### src/rtl/directional_integer_sorter_assert.svh
`ifndef DIRECTIONAL_INTEGER_SORTER_ASSERT_SVH
`define DIRECTIONAL_INTEGER_SORTER_ASSERT_SVH

`ifndef ASSERT_OFF

`define DIS_ASSERT_IMP(label, clk, rst_n, a, b) \
  label: assert property (@(posedge clk) disable iff (!rst_n) (a) |-> (b)) \
    else $error("implication check failed");

`define DIS_ASSERT_NEXT(label, clk, rst_n, a, b) \
  label: assert property (@(posedge clk) disable iff (!rst_n) (a) |=> (b)) \
    else $error("next-cycle check failed");

`else

`define DIS_ASSERT_IMP(label, clk, rst_n, a, b)

`define DIS_ASSERT_NEXT(label, clk, rst_n, a, b)

`endif

`endif

### src/rtl/dis_pkg.sv
`timescale 1ns / 1ps

package dis_pkg;

  localparam int unsigned MAX_ITEMS = 64;
  localparam int unsigned DATA_W    = 32;
  localparam int unsigned APB_AW    = 3;

  localparam logic REG_SORT_DESC = 1'b0;

  typedef enum logic [1:0] {
    CELL_HOLD,
    CELL_INSERT,
    CELL_UP,
    CELL_DOWN
  } cell_op_e;

  typedef struct packed {
    cell_op_e                  op;
    logic signed [DATA_W-1:0]  value;
  } cell_ctrl_t;

endpackage

### src/rtl/dis_cell.sv
`timescale 1ns / 1ps

module dis_cell (
  input  logic                               clk_i,
  input  logic                               rst_ni,
  input  dis_pkg::cell_ctrl_t                ctrl_i,
  input  logic signed [dis_pkg::DATA_W-1:0]  lo_value_i,
  input  logic                               lo_valid_i,
  input  logic                               lo_lt_i,
  input  logic signed [dis_pkg::DATA_W-1:0]  hi_value_i,
  input  logic                               hi_valid_i,
  output logic signed [dis_pkg::DATA_W-1:0]  value_o,
  output logic                               valid_o,
  output logic                               lt_o
);

  logic signed [dis_pkg::DATA_W-1:0] value_q, value_d;
  logic                              valid_q, valid_d;

  assign lt_o = !valid_q || (ctrl_i.value < value_q);

  always_comb begin
    value_d = value_q;
    valid_d = valid_q;
    unique case (ctrl_i.op)
      dis_pkg::CELL_HOLD: begin
      end
      dis_pkg::CELL_INSERT: begin
        if (lo_lt_i) begin
          value_d = lo_value_i;
          valid_d = lo_valid_i;
        end else if (lt_o) begin
          value_d = ctrl_i.value;
          valid_d = 1'b1;
        end
      end
      dis_pkg::CELL_UP: begin
        value_d = lo_value_i;
        valid_d = lo_valid_i;
      end
      dis_pkg::CELL_DOWN: begin
        value_d = hi_value_i;
        valid_d = hi_valid_i;
      end
    endcase
  end

  always_ff @(posedge clk_i or negedge rst_ni) begin
    if (!rst_ni) begin
      valid_q <= 1'b0;
    end else begin
      valid_q <= valid_d;
    end
  end

  always_ff @(posedge clk_i) begin
    value_q <= value_d;
  end

  assign value_o = value_q;
  assign valid_o = valid_q;

endmodule

### config.mk
export PLATFORM = sky130hd
export DESIGN_NAME = dis_cell
export DESIGN_NICKNAME = d
export VERILOG_FILES = /design/src/rtl/directional_integer_sorter_assert.svh /design/src/rtl/dis_pkg.sv /design/src/rtl/dis_cell.sv
export SDC_FILE = /design/constraint.sdc
export NUM_CORES = 1
export LEC_CHECK = 0
export ABC_AREA = 1
export BUFFER_PORTS_ARGS = -buffer_cell sky130_fd_sc_hd__buf_2
export CAP_MARGIN = 10
export CORE_ASPECT_RATIO = 1.25
export CORE_MARGIN = 5
export CORE_UTILIZATION = 35
export DETAILED_ROUTE_END_ITERATION = 6
export HOLD_SLACK_MARGIN = 0.05
export PLACE_DENSITY = 0.66
export SETUP_SLACK_MARGIN = 0.05
export SLEW_MARGIN = 20
export SYNTH_ARGS = -nofsm -noshare
export SYNTH_HDL_FRONTEND = slang
export SYNTH_SLANG_ARGS = --single-unit
### constraint.sdc
create_clock -name clk_i -period 6.6 [get_ports clk_i]
set_input_delay 0.66 -clock clk_i [delete_from_list [all_inputs] [get_ports clk_i]]
set_output_delay 0.66 -clock clk_i [all_outputs]
set_load 0.02 [all_outputs]
# Word-level counts from Yosys, hierarchy flattened
# Index checks and enable logic that the tools add are counted.
[classes] magnitude_cmp=1 n_eq_ne=4 muxes=6 reduce_logical=4
[ops] operator="32-bit case mux with 3 select lines" count=1
[ops] operator="32-bit 2-to-1 mux" count=2
[ops] operator="32-bit less-than comparator" count=1
[ops] operator="2-bit equality test, second input constant" count=2
[ops] operator="3-bit != test, second input constant" count=1
[ops] operator="1-bit case mux with 3 select lines" count=1
[ops] operator="3-bit nonzero test" count=1
[ops] operator="2-bit by 1-bit equality test with 1-bit output, second input constant" count=1
[ops] operator="1-bit 2-to-1 mux" count=2
[ops] operator="2-bit AND reduction" count=1
[ops] operator="1-bit zero test" count=1
[ops] operator="1-bit logical OR" count=1
[totals] reg_bits=33 input_bits=103 output_inout_bits=34

# Depth between registers and ports, before layout
[depth] word_depth=5 depth_mapped=17 mapped_depth_nobuf=17

# Worst setup path before layout
# Ideal clock, no wire load.
[synth_timing] path_kind="input to register" startpoint="input ctrl_i[21] in the netlist's numbering" endpoint="register value_q (netlist bit value_o[0]), enable pin" t_arrival_ns=2.330 required_ns=6.213 slack_ns=3.883 stages=10 path_buffers=0 cell_sequence="ha_1 > a21oi_1 > nor2_1 > nor2_1 > nand3_1 > a21oi_2 > nand3_1 > nand4_2 > nand2_2 > inv_1"
[synth_between] elab_chain_cells=4
[synth_rtl] element="from (decl)" line="dis_cell.sv:6" rtl="input dis_pkg::cell_ctrl_t ctrl_i,"
[synth_rtl] element="32-bit less-than comparator" line="dis_cell.sv:20" rtl="assign lt_o = !valid_q || (ctrl_i.value < value_q);"
[synth_rtl] element="1-bit logical OR" line="dis_cell.sv:20"
[synth_rtl] element="3-bit != test (no source line)"
[synth_rtl] element="2-bit AND reduction (no source line)"
[synth_rtl] element="to (signal assigned)" line="dis_cell.sv:57" rtl="value_q <= value_d;"
[synth_rtl] element="to (decl)" line="dis_cell.sv:17" rtl="logic signed [dis_pkg::DATA_W-1:0] value_q, value_d;"
# No other way between the ends.
# A chain may end at the register's enable or synchronous reset.

# Final worst setup path
[layout_timing] startpoint="input ctrl_i[31] in the netlist's numbering" endpoint="output lt_o"
[layout_between] elab_chain_cells=2
[layout_rtl] element="32-bit less-than comparator" line="dis_cell.sv:20"
[layout_rtl] element="1-bit logical OR" line="dis_cell.sv:20"
[layout_rtl] element="to (decl)" line="dis_cell.sv:14" rtl="output logic lt_o"
# No other way between the ends.

==> flow_summary.toml <==
[outcome]
status = "complete, no violations"

[global_route]
grt_util_all_layers = 0.164
grt_start_max_net_pins = 68
grt.overflow.total = 0
first_global_vias = 2824
grt_antenna_before_repair = 0
grt_pass1_wl_um = 13300

[sta]
relSlewSlack = 0.302
period_share = 0.414
clock_skew_ns = 0.00324
hold_viol = 0
worstMarginPinSlew_ns = 1.05
finalSetupViolations = 0
fin_crit_ns = 2.73
rsz0062_at_grt = "false"
clock.fmax_mhz = 366
fin_tns_setup_ns = 0
finalMaxSlewViolations = 0

[floorplan]
die_w_um = 89.8
die_area_um2 = 9860
io_pins = 137
row_count = 36
die_h_um = 110
core_um2 = 7790
start_util = 0.358

[cells_and_area]
drive_gt1_frac = 0.310
fillers = 809
fin_nets = 623
syn2layout_area_growth_pct = 28.9
final_util = 0.461
n_antenna_cell = 0

[pwr]
switchingPower_mw = 0.234
leakage_nw = 1.80
seqPwrFrac = 0.420
intPower_mw = 0.434
pwr-share-clk = 0.214
powerDensity_nw_per_um2 = 186
pwr-share-comb = 0.366
p_sw_frac = 0.350
irDropWorstVdd_uv = 81.7

[routing]
drcViolationCount = 0
final_antenna_net_count = 0
detailroute.via_count = 2940
wirelength_um = 8270
drt_iter0_markers = 105
vias_per_cell = 5.03
wl_per_cell_um = 14.1
firstDrtPassIters = 4

[synth]
ys_ff_latch = 33
synthCells = 365
yosys_warnings = 0
synth_area_um2 = 2790
synth_nets = 499
synth_top_area_frac = 0.345
synth_cell_types = 23
synthTopCellsByArea = "edfxtp_1, ha_1, nor2_1, nand2_1, o311ai_0"
syn_area_per_cell_um2 = 7.64
synth_seq_area_share = 0.354
synth.largest_area_cell = "edfxtp_1"

[place]
dp_hpwl_um = 6300
gp_congestion = 0.822
port_buffers = 136

[setup_path]
criticalPathCategory = "primary input to output port"
cp_data_required_time_ns = 5.94
crit_arrival_ns = 2.07
slowest_delay_ns = 0.36
cp_slowest_cell = "ha_1"
ff2ff_path_depth = 13
cp_top_family = "compound AO/OA/AOI/OAI gates"
cp_num_cells = 9
start_kind = "primary input"
worst-path-max-fanout = 4
end_kind = "output port"
cp_cell_sequence = "buf_2, ha_1, a21oi_1, o21a_1, nand2_1, a21oi_2, nand3_1, nand3_1, buf_2"
path_buf_inv = 2

[cts]
clk_latency_ns = 0.28
cts_resized = 0
postCtsHoldBufs = 0
h-tree-depth = 2
cts_buffers = 5
postCtsSetupBuffers = 0
cts_tree = "built"
clkTransAtPathRegs_ns = 0.06
cts_buffer_depth = 2
root_buffer = "clkbuf_8"
cts.sinks = 33

[job]
cap_violations = 0

[worst_hold_path]
min_path_type = "primary input to asynchronous set/reset pin"
## power groups by stage
| stage | clock network [mW] | logic, mW | registers [mW] |
|---|---|---|---|
| finish | 0.143 | 0.244 | 0.280 |
| global route | 0.159 | 0.277 | 0.284 |
| CTS | 0.149 | 0.248 | 0.281 |
| detailed placement | 0 | 0.247 | 0.285 |
| global placement | 0 | 0.241 | 0.285 |
| floorplan | 0 | 0.118 | 0.316 |
## cell families after synthesis
group,count (synthesis),synth area share
AO/OA/AOI/OAI,54,0.142
adder cells (fa/ha/maj),31,0.139
buffers and inverters,64,0.0893
flip-flops,33,0.354
AND/OR/NAND/NOR,183,0.276
## worst paths after layout
check	from	end	slack [ns]
hold reg to reg	valid_o	valid_o	0.57
setup / recovery	ctrl_i[31]	lt_o	3.87
setup reg to reg	value_o[31]	value_o[28]	4.08
max in group asynchronous	rst_ni	valid_o	6.37
hold / removal	rst_ni	valid_o	0.15
min in group clk_i	valid_o	valid_o	0.57
## flip-flops by register name, summed over array words and instances, names as in the netlist
| name | flops |
|---|---|
| valid_o | 1 |
| value_o | 32 |
## placed cells by master (no fill, tap or decap), drive strengths merged
| cell type | n |
|---|---|
| a21oi | 17 |
| buf | 137 |
| clkbuf | 8 |
| clkinv | 1 |
| dfrtp | 1 |
| edfxtp | 32 |
| ha | 31 |
| inv | 43 |
| nand2 | 69 |
| nand3 | 38 |
| nand4 | 2 |
| nor2 | 71 |
| nor3 | 2 |
| o21a | 1 |
| o21ai | 5 |
| o311ai | 31 |
| or2 | 1 |
## synth_stat cells, drive strengths merged
| cell | n |
|---|---|
| a21oi | 17 |
| nor3 | 2 |
| ha | 31 |
| o21a | 1 |
| dfrtp | 1 |
| o21ai | 5 |
| nand4 | 2 |
| nand3 | 38 |
| o311ai | 31 |
| or2 | 1 |
| nand2 | 69 |
| nor2 | 71 |
| clkbuf | 12 |
| inv | 44 |
| edfxtp | 32 |
| buf | 8 |
## cell type report
cell class              instances  area (um2)  share of cell area
inverters                      44         165              0.0460
clock buffers                   8        80.1              0.0223
well taps                      95         119              0.0331
multi-input cells             268        1550               0.432
flip-flops and latches         33         986               0.274
repair buffers                137         691               0.192
## per-stage QoR
step	hold slack, ns	power [mW]	worst slack (ns)	instances	instance area, um2
detailed placement	0.441	0.531	3.58	577	3510
global route	0.135	0.720	3.66	585	3590
global placement	0.436	0.526	3.67	577	3510
CTS	0.139	0.677	3.86	585	3590
finish	0.149	0.667	3.87	585	3590
floorplan	0.364	0.435	3.88	365	2790
## layer usage
| metal | routed length [um] | global-route usage | vias to the layer above |
|---|---|---|---|
| met1 | 3430 | 0.192 | 1333 |
| met2 | 4220 | 0.296 | 86 |
| met3 | 483 | 0.0370 | 10 |
| met5 | 0 | 0 | - |
| li1 | - | - | 1511 |
| met4 | 144 | 0.0562 | 0 |
Note: power is estimated with default switching activity, not from simulation.
